--- src/assert_macros.svh ---
// Assertion macros shared by the grip monitor RTL.
// Each macro expects a clock named aclk and an active-low reset named aresetn in scope.
`ifndef ASSERT_MACROS_SVH
`define ASSERT_MACROS_SVH

// Property that must hold at every clock edge outside reset.
`define DTGM_ASSERT(label, prop, msg) \
    label: assert property (@(posedge aclk) disable iff (!aresetn) prop) else $error(msg);

// Condition that must never be seen outside reset.
`define DTGM_NEVER(label, cond, msg) \
    label: assert property (@(posedge aclk) disable iff (!aresetn) !(cond)) else $error(msg);

`endif

--- src/dtgm_pkg.sv ---
// Shared types and constants for the dual touch grip monitor.
// No dependencies; used by every module of the block.
package dtgm_pkg;

    localparam int unsigned LevelW = 16;
    localparam int unsigned FracW  = 8;
    localparam int unsigned FiltW  = LevelW + FracW;
    localparam int unsigned AlphaW = 9;
    localparam int unsigned TimeW  = 32;
    localparam int unsigned CfgAddrW = 2;
    localparam int unsigned CfgDataW = 32;
    localparam int unsigned InDataW  = 64;
    localparam int unsigned OutDataW = 104;

    // Configuration register indexes.
    localparam logic [CfgAddrW-1:0] CfgThreshold = 2'd0;
    localparam logic [CfgAddrW-1:0] CfgAlpha     = 2'd1;
    localparam logic [CfgAddrW-1:0] CfgDebounce  = 2'd2;
    localparam logic [CfgAddrW-1:0] CfgTimeout   = 2'd3;

    // Register reset values.
    localparam logic [15:0]       ThresholdReset = 16'd40;
    localparam logic [AlphaW-1:0] AlphaReset     = 9'd64;
    localparam logic [AlphaW-1:0] AlphaOne       = 9'd256;
    localparam logic [15:0]       DebounceReset  = 16'd50;
    localparam logic [TimeW-1:0]  TimeoutReset   = 32'd3000;

    // Grip state codes.
    localparam logic [1:0] GripNone  = 2'd0;
    localparam logic [1:0] GripLeft  = 2'd1;
    localparam logic [1:0] GripRight = 2'd2;
    localparam logic [1:0] GripBoth  = 2'd3;

    typedef struct packed {
        logic             accepted;
        logic [TimeW-1:0] agree_time;
    } deb_state_t;

endpackage

--- src/dual_touch_grip_monitor.sv ---
// Channel   Fields (low bit first)                              Handshake
// s_        left_reading, right_reading, now_ms                 s_tvalid / s_tready
// m_        touches, grip_state, state_changed, durations,      m_tvalid / m_tready
//           hands_off_alert, left_level, right_level
// cfg_      register index and data                             cfg_wr_en, no wait
//
// One item per cycle while the output is not stalled: an input register feeds the filter,
// debounce and grip update, whose result lands in the output register.
// m_tvalid rises as the item enters the output register, which a stall can delay.
// Reset is synchronous on aresetn; no clearing pass is needed.
// A stalled output holds the input register, and s_tready drops only then.
// Depends on dtgm_pkg, dtgm_ema, dtgm_debounce and assert_macros.svh.
`include "assert_macros.svh"

module dual_touch_grip_monitor (
    input  logic                             aclk,
    input  logic                             aresetn,
    input  logic                             s_tvalid,
    output logic                             s_tready,
    // left_reading[15:0], right_reading[31:16], now_ms[63:32]
    input  logic [dtgm_pkg::InDataW-1:0]     s_tdata,
    output logic                             m_tvalid,
    input  logic                             m_tready,
    // left_touched[0], right_touched[1], grip_state[3:2], state_changed[4],
    // touch_duration_ms[36:5], hands_off_duration_ms[68:37], hands_off_alert[69],
    // left_level[85:70], right_level[101:86], zero[103:102]
    output logic [dtgm_pkg::OutDataW-1:0]    m_tdata,
    input  logic                             cfg_wr_en,
    input  logic [dtgm_pkg::CfgAddrW-1:0]    cfg_addr,
    input  logic [dtgm_pkg::CfgDataW-1:0]    cfg_wdata
);

    // Configuration registers
    logic [15:0]                 threshold_reg;
    logic [dtgm_pkg::AlphaW-1:0] alpha_reg;
    logic [15:0]                 debounce_reg;
    logic [dtgm_pkg::TimeW-1:0]  timeout_reg;

    // Input register
    logic                        in_valid_reg;
    logic [dtgm_pkg::LevelW-1:0] in_left_reg;
    logic [dtgm_pkg::LevelW-1:0] in_right_reg;
    logic [dtgm_pkg::TimeW-1:0]  in_now_reg;

    // Monitor state
    logic                        primed_reg;
    logic [dtgm_pkg::FiltW-1:0]  left_filt_reg, left_filt_next;
    logic [dtgm_pkg::FiltW-1:0]  right_filt_reg, right_filt_next;
    dtgm_pkg::deb_state_t        left_deb_reg, left_deb_next;
    dtgm_pkg::deb_state_t        right_deb_reg, right_deb_next;
    logic [1:0]                  grip_reg, grip_next;
    logic [dtgm_pkg::TimeW-1:0]  change_time_reg, change_time_next;
    logic [dtgm_pkg::TimeW-1:0]  on_dur_reg, on_dur_next;
    logic [dtgm_pkg::TimeW-1:0]  off_dur_reg, off_dur_next;
    logic                        changed_next;

    // Output register
    logic                          out_valid_reg;
    logic [dtgm_pkg::OutDataW-1:0] out_data_reg, out_data_next;

    logic                        advance;
    logic [dtgm_pkg::FiltW-1:0]  left_ema, right_ema;
    dtgm_pkg::deb_state_t        left_deb_upd, right_deb_upd;
    logic [dtgm_pkg::FiltW-1:0]  thr_q;
    logic [1:0]                  grip_cand;
    logic [dtgm_pkg::TimeW-1:0]  since_change;
    logic                        alert;

    // Views of the state and of the output register used by the checks below.
    logic [1:0]                  deb_grip;
    logic [63:0]                 out_durations;
    logic                        hands_on_out;

    assign advance  = in_valid_reg && (!out_valid_reg || m_tready);
    assign s_tready = !in_valid_reg || advance;
    assign m_tvalid = out_valid_reg;
    assign m_tdata  = out_data_reg;

    always_ff @(posedge aclk) begin
        if (!aresetn) begin
            threshold_reg <= dtgm_pkg::ThresholdReset;
            alpha_reg     <= dtgm_pkg::AlphaReset;
            debounce_reg  <= dtgm_pkg::DebounceReset;
            timeout_reg   <= dtgm_pkg::TimeoutReset;
        end else if (cfg_wr_en) begin
            unique case (cfg_addr)
                dtgm_pkg::CfgThreshold: threshold_reg <= cfg_wdata[15:0];
                dtgm_pkg::CfgAlpha:     alpha_reg     <= cfg_wdata[dtgm_pkg::AlphaW-1:0];
                dtgm_pkg::CfgDebounce:  debounce_reg  <= cfg_wdata[15:0];
                dtgm_pkg::CfgTimeout:   timeout_reg   <= cfg_wdata;
                default: ;
            endcase
        end
    end

    dtgm_ema u_left_ema (
        .alpha     (alpha_reg),
        .filt      (left_filt_reg),
        .reading   (in_left_reg),
        .filt_next (left_ema)
    );

    dtgm_ema u_right_ema (
        .alpha     (alpha_reg),
        .filt      (right_filt_reg),
        .reading   (in_right_reg),
        .filt_next (right_ema)
    );

    assign thr_q = {threshold_reg, 8'h00};

    dtgm_debounce u_left_deb (
        .raw         (left_ema <= thr_q),
        .cur         (left_deb_reg),
        .now_ms      (in_now_reg),
        .debounce_ms (debounce_reg),
        .nxt         (left_deb_upd)
    );

    dtgm_debounce u_right_deb (
        .raw         (right_ema <= thr_q),
        .cur         (right_deb_reg),
        .now_ms      (in_now_reg),
        .debounce_ms (debounce_reg),
        .nxt         (right_deb_upd)
    );

    always_comb begin
        left_filt_next   = left_ema;
        right_filt_next  = right_ema;
        left_deb_next    = left_deb_upd;
        right_deb_next   = right_deb_upd;
        grip_next        = grip_reg;
        change_time_next = change_time_reg;
        on_dur_next      = on_dur_reg;
        off_dur_next     = off_dur_reg;
        changed_next     = 1'b0;
        grip_cand        = {right_deb_upd.accepted, left_deb_upd.accepted};
        since_change     = in_now_reg - change_time_reg;

        if (!primed_reg) begin
            // The first item only seeds the filters and the change time.
            left_filt_next   = {in_left_reg, 8'h00};
            right_filt_next  = {in_right_reg, 8'h00};
            left_deb_next    = left_deb_reg;
            right_deb_next   = right_deb_reg;
            change_time_next = in_now_reg;
        end else if (grip_cand != grip_reg) begin
            grip_next        = grip_cand;
            change_time_next = in_now_reg;
            on_dur_next      = '0;
            off_dur_next     = '0;
            changed_next     = 1'b1;
        end else if (grip_reg != dtgm_pkg::GripNone) begin
            on_dur_next  = since_change;
            off_dur_next = '0;
        end else begin
            on_dur_next  = '0;
            off_dur_next = since_change;
        end

        alert = (grip_next == dtgm_pkg::GripNone) && (off_dur_next >= timeout_reg);

        out_data_next = {2'b00,
                         right_filt_next[dtgm_pkg::FiltW-1:dtgm_pkg::FracW],
                         left_filt_next[dtgm_pkg::FiltW-1:dtgm_pkg::FracW],
                         alert,
                         off_dur_next,
                         on_dur_next,
                         changed_next,
                         grip_next,
                         right_deb_next.accepted,
                         left_deb_next.accepted};
    end

    always_ff @(posedge aclk) begin
        if (!aresetn) begin
            in_valid_reg <= 1'b0;
        end else if (s_tready) begin
            in_valid_reg <= s_tvalid;
        end
    end

    always_ff @(posedge aclk) begin
        if (s_tvalid && s_tready) begin
            in_left_reg  <= s_tdata[15:0];
            in_right_reg <= s_tdata[31:16];
            in_now_reg   <= s_tdata[63:32];
        end
    end

    always_ff @(posedge aclk) begin
        if (!aresetn) begin
            primed_reg      <= 1'b0;
            left_filt_reg   <= '0;
            right_filt_reg  <= '0;
            left_deb_reg    <= '0;
            right_deb_reg   <= '0;
            grip_reg        <= dtgm_pkg::GripNone;
            change_time_reg <= '0;
            on_dur_reg      <= '0;
            off_dur_reg     <= '0;
        end else if (advance) begin
            primed_reg      <= 1'b1;
            left_filt_reg   <= left_filt_next;
            right_filt_reg  <= right_filt_next;
            left_deb_reg    <= left_deb_next;
            right_deb_reg   <= right_deb_next;
            grip_reg        <= grip_next;
            change_time_reg <= change_time_next;
            on_dur_reg      <= on_dur_next;
            off_dur_reg     <= off_dur_next;
        end
    end

    always_ff @(posedge aclk) begin
        if (!aresetn) begin
            out_valid_reg <= 1'b0;
        end else if (advance) begin
            out_valid_reg <= 1'b1;
        end else if (m_tready) begin
            out_valid_reg <= 1'b0;
        end
    end

    always_ff @(posedge aclk) begin
        if (advance) begin
            out_data_reg <= out_data_next;
        end
    end

    assign deb_grip      = {right_deb_reg.accepted, left_deb_reg.accepted};
    assign out_durations = out_data_reg[68:5];
    assign hands_on_out  = out_data_reg[3:2] != dtgm_pkg::GripNone;

    // The grip state always mirrors the two debounced touches.
    `DTGM_ASSERT(a_grip_matches, grip_reg == deb_grip, "grip state out of step with touches")
    // Once seeded, the monitor stays seeded until reset.
    `DTGM_ASSERT(a_primed_holds, primed_reg |=> primed_reg, "primed flag dropped")
    // A grip change reports both durations as zero.
    `DTGM_ASSERT(a_change_zero_dur, m_tvalid && m_tdata[4] |-> out_durations == '0, "durations set")
    // The alert is only raised with no hands on the bar.
    `DTGM_NEVER(a_alert_no_hands, m_tvalid && m_tdata[69] && hands_on_out, "alert with a hand on")

endmodule

--- src/dtgm_ema.sv ---
// One channel of the exponential moving average in unsigned Q16.8.
// Depends on dtgm_pkg.
module dtgm_ema (
    input  logic [dtgm_pkg::AlphaW-1:0] alpha,
    input  logic [dtgm_pkg::FiltW-1:0]  filt,
    input  logic [dtgm_pkg::LevelW-1:0] reading,
    output logic [dtgm_pkg::FiltW-1:0]  filt_next
);

    logic [dtgm_pkg::AlphaW-1:0] a_sat;
    logic [dtgm_pkg::AlphaW-1:0] a_inv;
    logic [24:0]                 new_prod;
    logic [32:0]                 old_prod;
    logic [32:0]                 sum;

    always_comb begin
        a_sat    = (alpha > dtgm_pkg::AlphaOne) ? dtgm_pkg::AlphaOne : alpha;
        a_inv    = dtgm_pkg::AlphaOne - a_sat;
        new_prod = 25'(a_sat) * 25'(reading);
        old_prod = 33'(a_inv) * 33'(filt);
        sum      = {new_prod, 8'h00} + old_prod;
        // The weighted sum never exceeds 0xFFFF00 << 8, so bit 32 stays clear.
        filt_next = sum[31:8];
    end

endmodule

--- src/dtgm_debounce.sv ---
// Time debounce of one channel's raw touch decision.
// Depends on dtgm_pkg.
module dtgm_debounce (
    input  logic                       raw,
    input  dtgm_pkg::deb_state_t       cur,
    input  logic [dtgm_pkg::TimeW-1:0] now_ms,
    input  logic [15:0]                debounce_ms,
    output dtgm_pkg::deb_state_t       nxt
);

    logic [dtgm_pkg::TimeW-1:0] elapsed;

    always_comb begin
        elapsed = now_ms - cur.agree_time;
        nxt     = cur;
        if (raw != cur.accepted) begin
            // Take the new decision once it has disagreed long enough.
            if (elapsed >= {16'h0000, debounce_ms}) begin
                nxt.accepted   = raw;
                nxt.agree_time = now_ms;
            end
        end else begin
            nxt.agree_time = now_ms;
        end
    end

endmodule

--- config.mk ---
export PLATFORM = sky130hd
export DESIGN_NAME = dual_touch_grip_monitor
export DESIGN_NICKNAME = d
export VERILOG_FILES = /design/src/dtgm_pkg.sv /design/src/dual_touch_grip_monitor.sv /design/src/dtgm_ema.sv /design/src/dtgm_debounce.sv
export VERILOG_INCLUDE_DIRS = /design/src /design/src/src
export SDC_FILE = /design/constraint.sdc
export NUM_CORES = 2
export LEC_CHECK = 0
export BUFFER_PORTS_ARGS = -buffer_cell sky130_fd_sc_hd__buf_4
export CELL_PAD_IN_SITES_DETAIL_PLACEMENT = 1
export CELL_PAD_IN_SITES_GLOBAL_PLACEMENT = 1
export CORE_MARGIN = 2
export CORE_UTILIZATION = 40
export CTS_CLUSTER_SIZE = 12
export DETAILED_ROUTE_END_ITERATION = 16
export HOLD_SLACK_MARGIN = 0.08
export MAX_ROUTING_LAYER = met4
export PLACE_DENSITY_LB_ADDON = 0.2
export SLEW_MARGIN = 0
export SYNTH_ARGS = -nofsm -noshare
export SYNTH_HDL_FRONTEND = slang
export SYNTH_HIERARCHICAL = 1
export SYNTH_SLANG_ARGS = --single-unit
--- constraint.sdc ---
create_clock -name aclk -period 22.1 [get_ports aclk]
set_input_delay 3.315 -clock aclk [delete_from_list [all_inputs] [get_ports aclk]]
set_output_delay 3.315 -clock aclk [all_outputs]
set_load 0.1 [all_outputs]
Yosys cells after proc, flatten, opt, wreduce, memory -nomap -nowiden
Cells that the tools add are included.

cells by class
  add/sub/neg operators = 6
  $mul = 4
  order comparisons = 6
  equal/unequal tests = 9
  mux-type cells = 24
  reductions and logical operators = 18

operators by type and width
  cell                 number
  $mux 32              10
  $mux 33              4
  $sub 32x32->32       3
  $add 32x32->32       2
  $ge 32x16->1         2
  $mul 9x24->32        2
  $le 24x24->1         2
  $mul 9x16->24        2
  $mux 24              2
  $ge 32x32->1         1
  $reduce_and 2->1     5
  $gt 9x9->1 const B   1
  $mux 9               1
  $sub 9x9->9 const A  1
  $reduce_and 3->1     2
  $mux 1               5
  $eq 2x2->1 const B   2
  $logic_not 2->1      2
  $mux 2               2
  $ne 2x2->1 const B   2
  $reduce_bool 2->1    2
  $logic_and 1x1->1    3
  $eq 2x1->1 const B   1
  $logic_not 1->1      2
  other kinds (4)      6

storage, ports and cells
  flip-flop bits (word level) = 454
  input port bits = 103
  logic and storage cells = 89

Logic depth before layout (Yosys ltp)
  depth in word-level cells = 13
  depth in mapped cells = 57
  depth with buffers taken out = 54

By module
The synthesis kept the hierarchy.

modules (own cells, without submodules)
  module                   times used  cells an instance  area each (um^2)  sequential area each (um^2)
  dual_touch_grip_monitor  1           1,986              19,827.8          10,750.3
  dtgm_ema at u_left_ema   1           1,333              11,329.6          0.0
  dtgm_ema at u_right_ema  1           1,295              11,208.2          0.0
  dtgm_debounce            2           436                3,116.7           0.0

Worst setup path after synthesis
OpenSTA, ideal clock, no wires.

  kind = register to register
  start point = register alpha_reg[8] (netlist bit)
  end point = register out_data_reg (netlist bit m_tdata[69]) (data pin)
  library setup time = 0.262 ns
  arrival = 10.837 ns
  required time = 21.838 ns
  path slack = 11.001 ns
  cell stages (with the launch flop) = 53
  clock period less this slack = 11.099 ns
  path through = dfxtp_1 > nor2b_4 > clkbuf_1 > clkbuf_1 > nand2_1 > fa_1 > inv_1 > fa_1 > fa_1 > inv_1 > fa_1 > inv_1 > ha_1 > o211ai_1 > a21oi_1 > a221oi_1 > nand2b_1 > a21oi_1 > [... 17 more ...] > a211oi_1 > or3_1 > mux2_2 > or2_2 > nor3_1 > nand2_1 > clkbuf_1 > o22ai_1 > ha_1 > a21oi_1 > nor2b_1 > o21ai_0 > nor4bb_1 > o21ai_0 > nand4_1 > a311oi_1 > o21ai_0 > a211oi_1

RTL lines
  element                 line                            RTL
  from (decl)             dual_touch_grip_monitor.sv:35   logic [dtgm_pkg::AlphaW-1:0] alpha_reg;
  from (signal assigned)  dual_touch_grip_monitor.sv:82   alpha_reg <= dtgm_pkg::AlphaReset;
  from (signal assigned)  dual_touch_grip_monitor.sv:88   dtgm_pkg::CfgAlpha: alpha_reg <= cfg_wdata[dtgm_pkg::AlphaW-1:0];
  to (signal assigned)    dual_touch_grip_monitor.sv:228  out_data_reg <= out_data_next;
  to (decl)               dual_touch_grip_monitor.sv:59   logic [dtgm_pkg::OutDataW-1:0] out_data_reg, out_data_next;

==> results.txt <==
----------------------------------------------------
[Die]
  Die Span X ... between 300 and 400 um
  Total Die Area ... about 120,000 um^2
  Placeable core area ... 120,000 um^2
  Vertical extent of the die ... 353 um
  Starting density of the core ... between 40% and 50%
  Top Ports ... 209
  Std-Cell Rows ... approximately 130

[Critical path]
  Worst reg2reg setup slack ... 8.95 ns
  Number of cell instances on the worst register-to-register path ... 46
  Kind of end point of the critical path ... flop
  Slowest stage delay, CP ... a little over 0.7 ns
  Max FO, Critical Path ... 37
  Most common cell type on the critical path ... sky130_fd_sc_hd__fa_1
  R2r startpoint ... alpha_reg[8]
  Setup CP Type ... reg -> reg
  Crit path required time ... around 23 ns
  Startpoint kind of the worst setup timing path ... flop
  Arrival time worst endpoint ... 13.70 ns
  Critical R2R Capture ... m_tdata[69]
  Worst path slowest cell ... sky130_fd_sc_hd__a21o_1

[Yosys]
  Flops & latches, synth ... 454
  Number of enable flip-flop cells after synthesis ... 166
  Post-synthesis instance area ... just under 50,000 um^2
  Number of distinct library cells after synthesis ... 102
  Ys flop type ... sky130_fd_sc_hd__dfxtp_1
  Mean instance size in the synthesized netlist ... a little under 9 um^2
  Syn. warnings ... 6
  Portion of the post-synthesis area used by sequential elements ... between 20% and 30%
  Post-Syn Instances ... ~5,500
  Async set or reset register ratio after synthesis ... 0%

[CTS]
  Clock Root Buffer ... sky130_fd_sc_hd__clkbuf_16
  TritonCTS Buffers ... a little under 60
  Clock tree from TritonCTS ... yes
  Number of buffers inserted by hold repair at cts ... 0
  Clock latency of the later-clocked register in the worst-skew pair ... 0.72 ns
  CTS H-tree lvls ... 2
  Count of instances resized after the clock tree is built ... 0
  Number of sinks on the clock net ... between 400 and 500
  Clock slew seen by the registers of the worst setup and hold paths ... 0.06 ns
  Post-CTS Setup Bufs ... 0
  Maximum buffer depth of the clock tree ... 3

[Final layout]
  # nets final ... 6,577
  Most common library cell in the layout ignoring fill and taps ... sky130_fd_sc_hd__nand2_1
  Layout area overhead ... 10.1%
  Number of fillers in the final layout ... about 14,000
  Layout cell share with drive strength beyond 1 ... 9.13%
  Post-route cell area ... between 50,000 and 60,000 um^2
  Commonest cells after routing, fill and taps aside ... 936 x sky130_fd_sc_hd__nand2_1, 867 x sky130_fd_sc_hd__inv_1, 551 x sky130_fd_sc_hd__fa_1
  Utilization after layout ... 44.5%
  Max reg flops ... 102

[Status]
  Run status ... completed

[Global routing]
  Antenna violations before repair ... 4
  Wire length of the first global-routing pass ... 247,000 um
  Overall track demand over capacity in global routing ... 26.1%
  Gr ovfl total ... 0
  Largest net degree at the start of global routing ... between 100 and 150
  Via count of the first global-routing pass ... 41,600

[Drt]
  Routed wire length ... 157,000 um
  Detailed-routing iteration count for the pre-antenna-repair pass ... 5
  Routed wl met2 ... 74,800 um
  Via total after detailed routing ... between 30,000 and 40,000
  DRC violations left ... 0
  Average wire per cell in the routed design ... ~22 um
  Initial DRC count ... ~2,000
  Met3 wire length ... around 6600 um
  DRT met1 WL ... roughly 71,000 um
  DRT antenna net count ... 0
  Top layer used by detailed routing ... met4
  Vias per Instance ... 5.35

[Min path]
  Path category of the worst min-delay check ... reg -> reg
  Hold Crit Endpoint ... on_dur_reg[27]
  Hold path start ... on_dur_reg[27]
  Cells on Worst Hold Path ... 2

[Placed design]
  Half-perimeter wire length after placement ... 121,000 um
  Worst-case setup slack after placement ... around 9 ns
  Port buffer count ... approximately 200
  Placement Cell Area ... between 50,000 and 60,000 um^2
  Global placement routability congestion ... slightly below 0.9

[Timing]
  Setup violation total in the final timing report ... 0
  Max Clk Rate ... between 70 and 80 MHz
  Share of the clock period used by the worst path after layout ... 59.5%
  Worst max-slew margin expressed relative to the limit ... 16.7%
  Time the final worst path needs with I/O delays and setup ... roughly 13 ns
  Number of pins exceeding their max-slew limit in the final report ... 0
  Setup repair after global routing missed its margin ... false
  Slew at the pin closest to its max-slew limit ... 1.24 ns
  Fin Setup TNS ... 0 ns
  Final count of hold timing violations ... 0
  Largest clock skew in the final design ... ~0.12 ns
  Final worst-path setup slack ... 8.95 ns

[Pwr]
  Pwr/cell area ... approximately 68 nW/um^2
  Worst-case vdd ir drop ... roughly 0.000067 V
  Total Power Consumption ... 0.00365 W
  Leakage power figure ... around 24 nW

[Flow run]
  Max Cap Viol ... 0

----------------------------------------------------
==> critical path: cells and delay by family (launching register included) <==
kind / cells / cell delay (ns)
AOI/OAI and AO/OA: 16 / 4.10
adders and majority gates: 8 / 3.54
and+or+nand+nor: 15 / 3.14
buffers and inverters: 4 / 0.92
DFF: 1 / 0.56
muxes: 1 / 0.38
xor gates and xnor gates: 2 / 0.33
==> where the power goes <==
part           switching [W]  internal, W
Sequential         0.0000702     0.000925
Combinational        0.00105     0.000595
Clock               0.000428     0.000584
Total                0.00155      0.00210
==> metal layers <==
metal / up-vias / track usage, %
li1: 17800 / -
met1: 19800 / 34.3
met2: 773 / 42.9
met3: 173 / 3.00
met4: 0 / 6.31
met5: - / -
==> how the worst max path moves through the flow <==
| stage | from | end | slack [ns] |
|---|---|---|---|
| global route | alpha_reg[8] | m_tdata[69] | 8.03 |
| finish | alpha_reg[8] | m_tdata[69] | 8.95 |
| floorplan | alpha_reg[8] | m_tdata[69] | 11.00 |
| CTS | alpha_reg[8] | m_tdata[69] | 8.87 |
| global placement | alpha_reg[8] | m_tdata[69] | 9.21 |
| detailed placement | alpha_reg[8] | m_tdata[69] | 8.93 |
==> Yosys cell counts, drive strengths merged (44+ instances only) <==
| cell type | instances | share of area, % |
|---|---|---|
| o21ai | 141 | 1.5 |
| a21o | 81 | 1.3 |
| xor2 | 72 | 1.3 |
| edfxtp | 166 | 10 |
| nor3 | 44 | 0.47 |
| clkbuf | 194 | 1.5 |
| dfxtp | 288 | 12 |
| nand3 | 58 | 0.60 |
| nor2 | 133 | 1.0 |
| nor2b | 44 | 0.59 |
| a21oi | 178 | 1.8 |
| a21boi | 204 | 3.2 |
| nand4 | 47 | 0.67 |
| fa | 551 | 23 |
| xnor2 | 95 | 1.7 |
| buf | 55 | 0.57 |
| and2 | 385 | 5.0 |
| o22ai | 60 | 0.77 |
| inv | 870 | 6.7 |
| mux2 | 99 | 2.7 |
| nand2 | 937 | 7.2 |
| ha | 375 | 9.7 |
==> through the flow <==
stage | hold WS [ns] | cells
detailed placement | 0.445 | 7100
global route | 0.472 | 7209
CTS | 0.453 | 7209
global placement | 0.436 | 7100
floorplan | 0.426 | 5487
finish | 0.455 | 7210
==> final cells by class <==
class / count / area, um^2 / area share [%]
multi-input combinational: 3911 / 33600 / 62.7
sequential: 454 / 10800 / 20.1
inverter: 870 / 3270 / 6.11
tap: 1612 / 2020 / 3.77
timing repair buffer: 253 / 1900 / 3.56
clock buffer: 73 / 1550 / 2.89
clock inverter: 36 / 459 / 0.858
antenna: 1 / 2.50 / 0.00467
==> cells by family (layout without fill, tap and decap cells) <==
family                     count (synthesis)  after routing  synth area share (%)
and+or+nand+nor                         1770           1770                  17.4
other                                      1              3               0.00772
AOI/OAI and AO/OA                        923            923                  12.9
adders and majority gates                926            926                  32.4
muxes                                    123            123                  3.24
xor gates and xnor gates                 167            167                  3.03
DFF                                      454            454                  22.1
buffers and inverters                   1122           1232                  8.93
(Power assumes the default switching activity.)
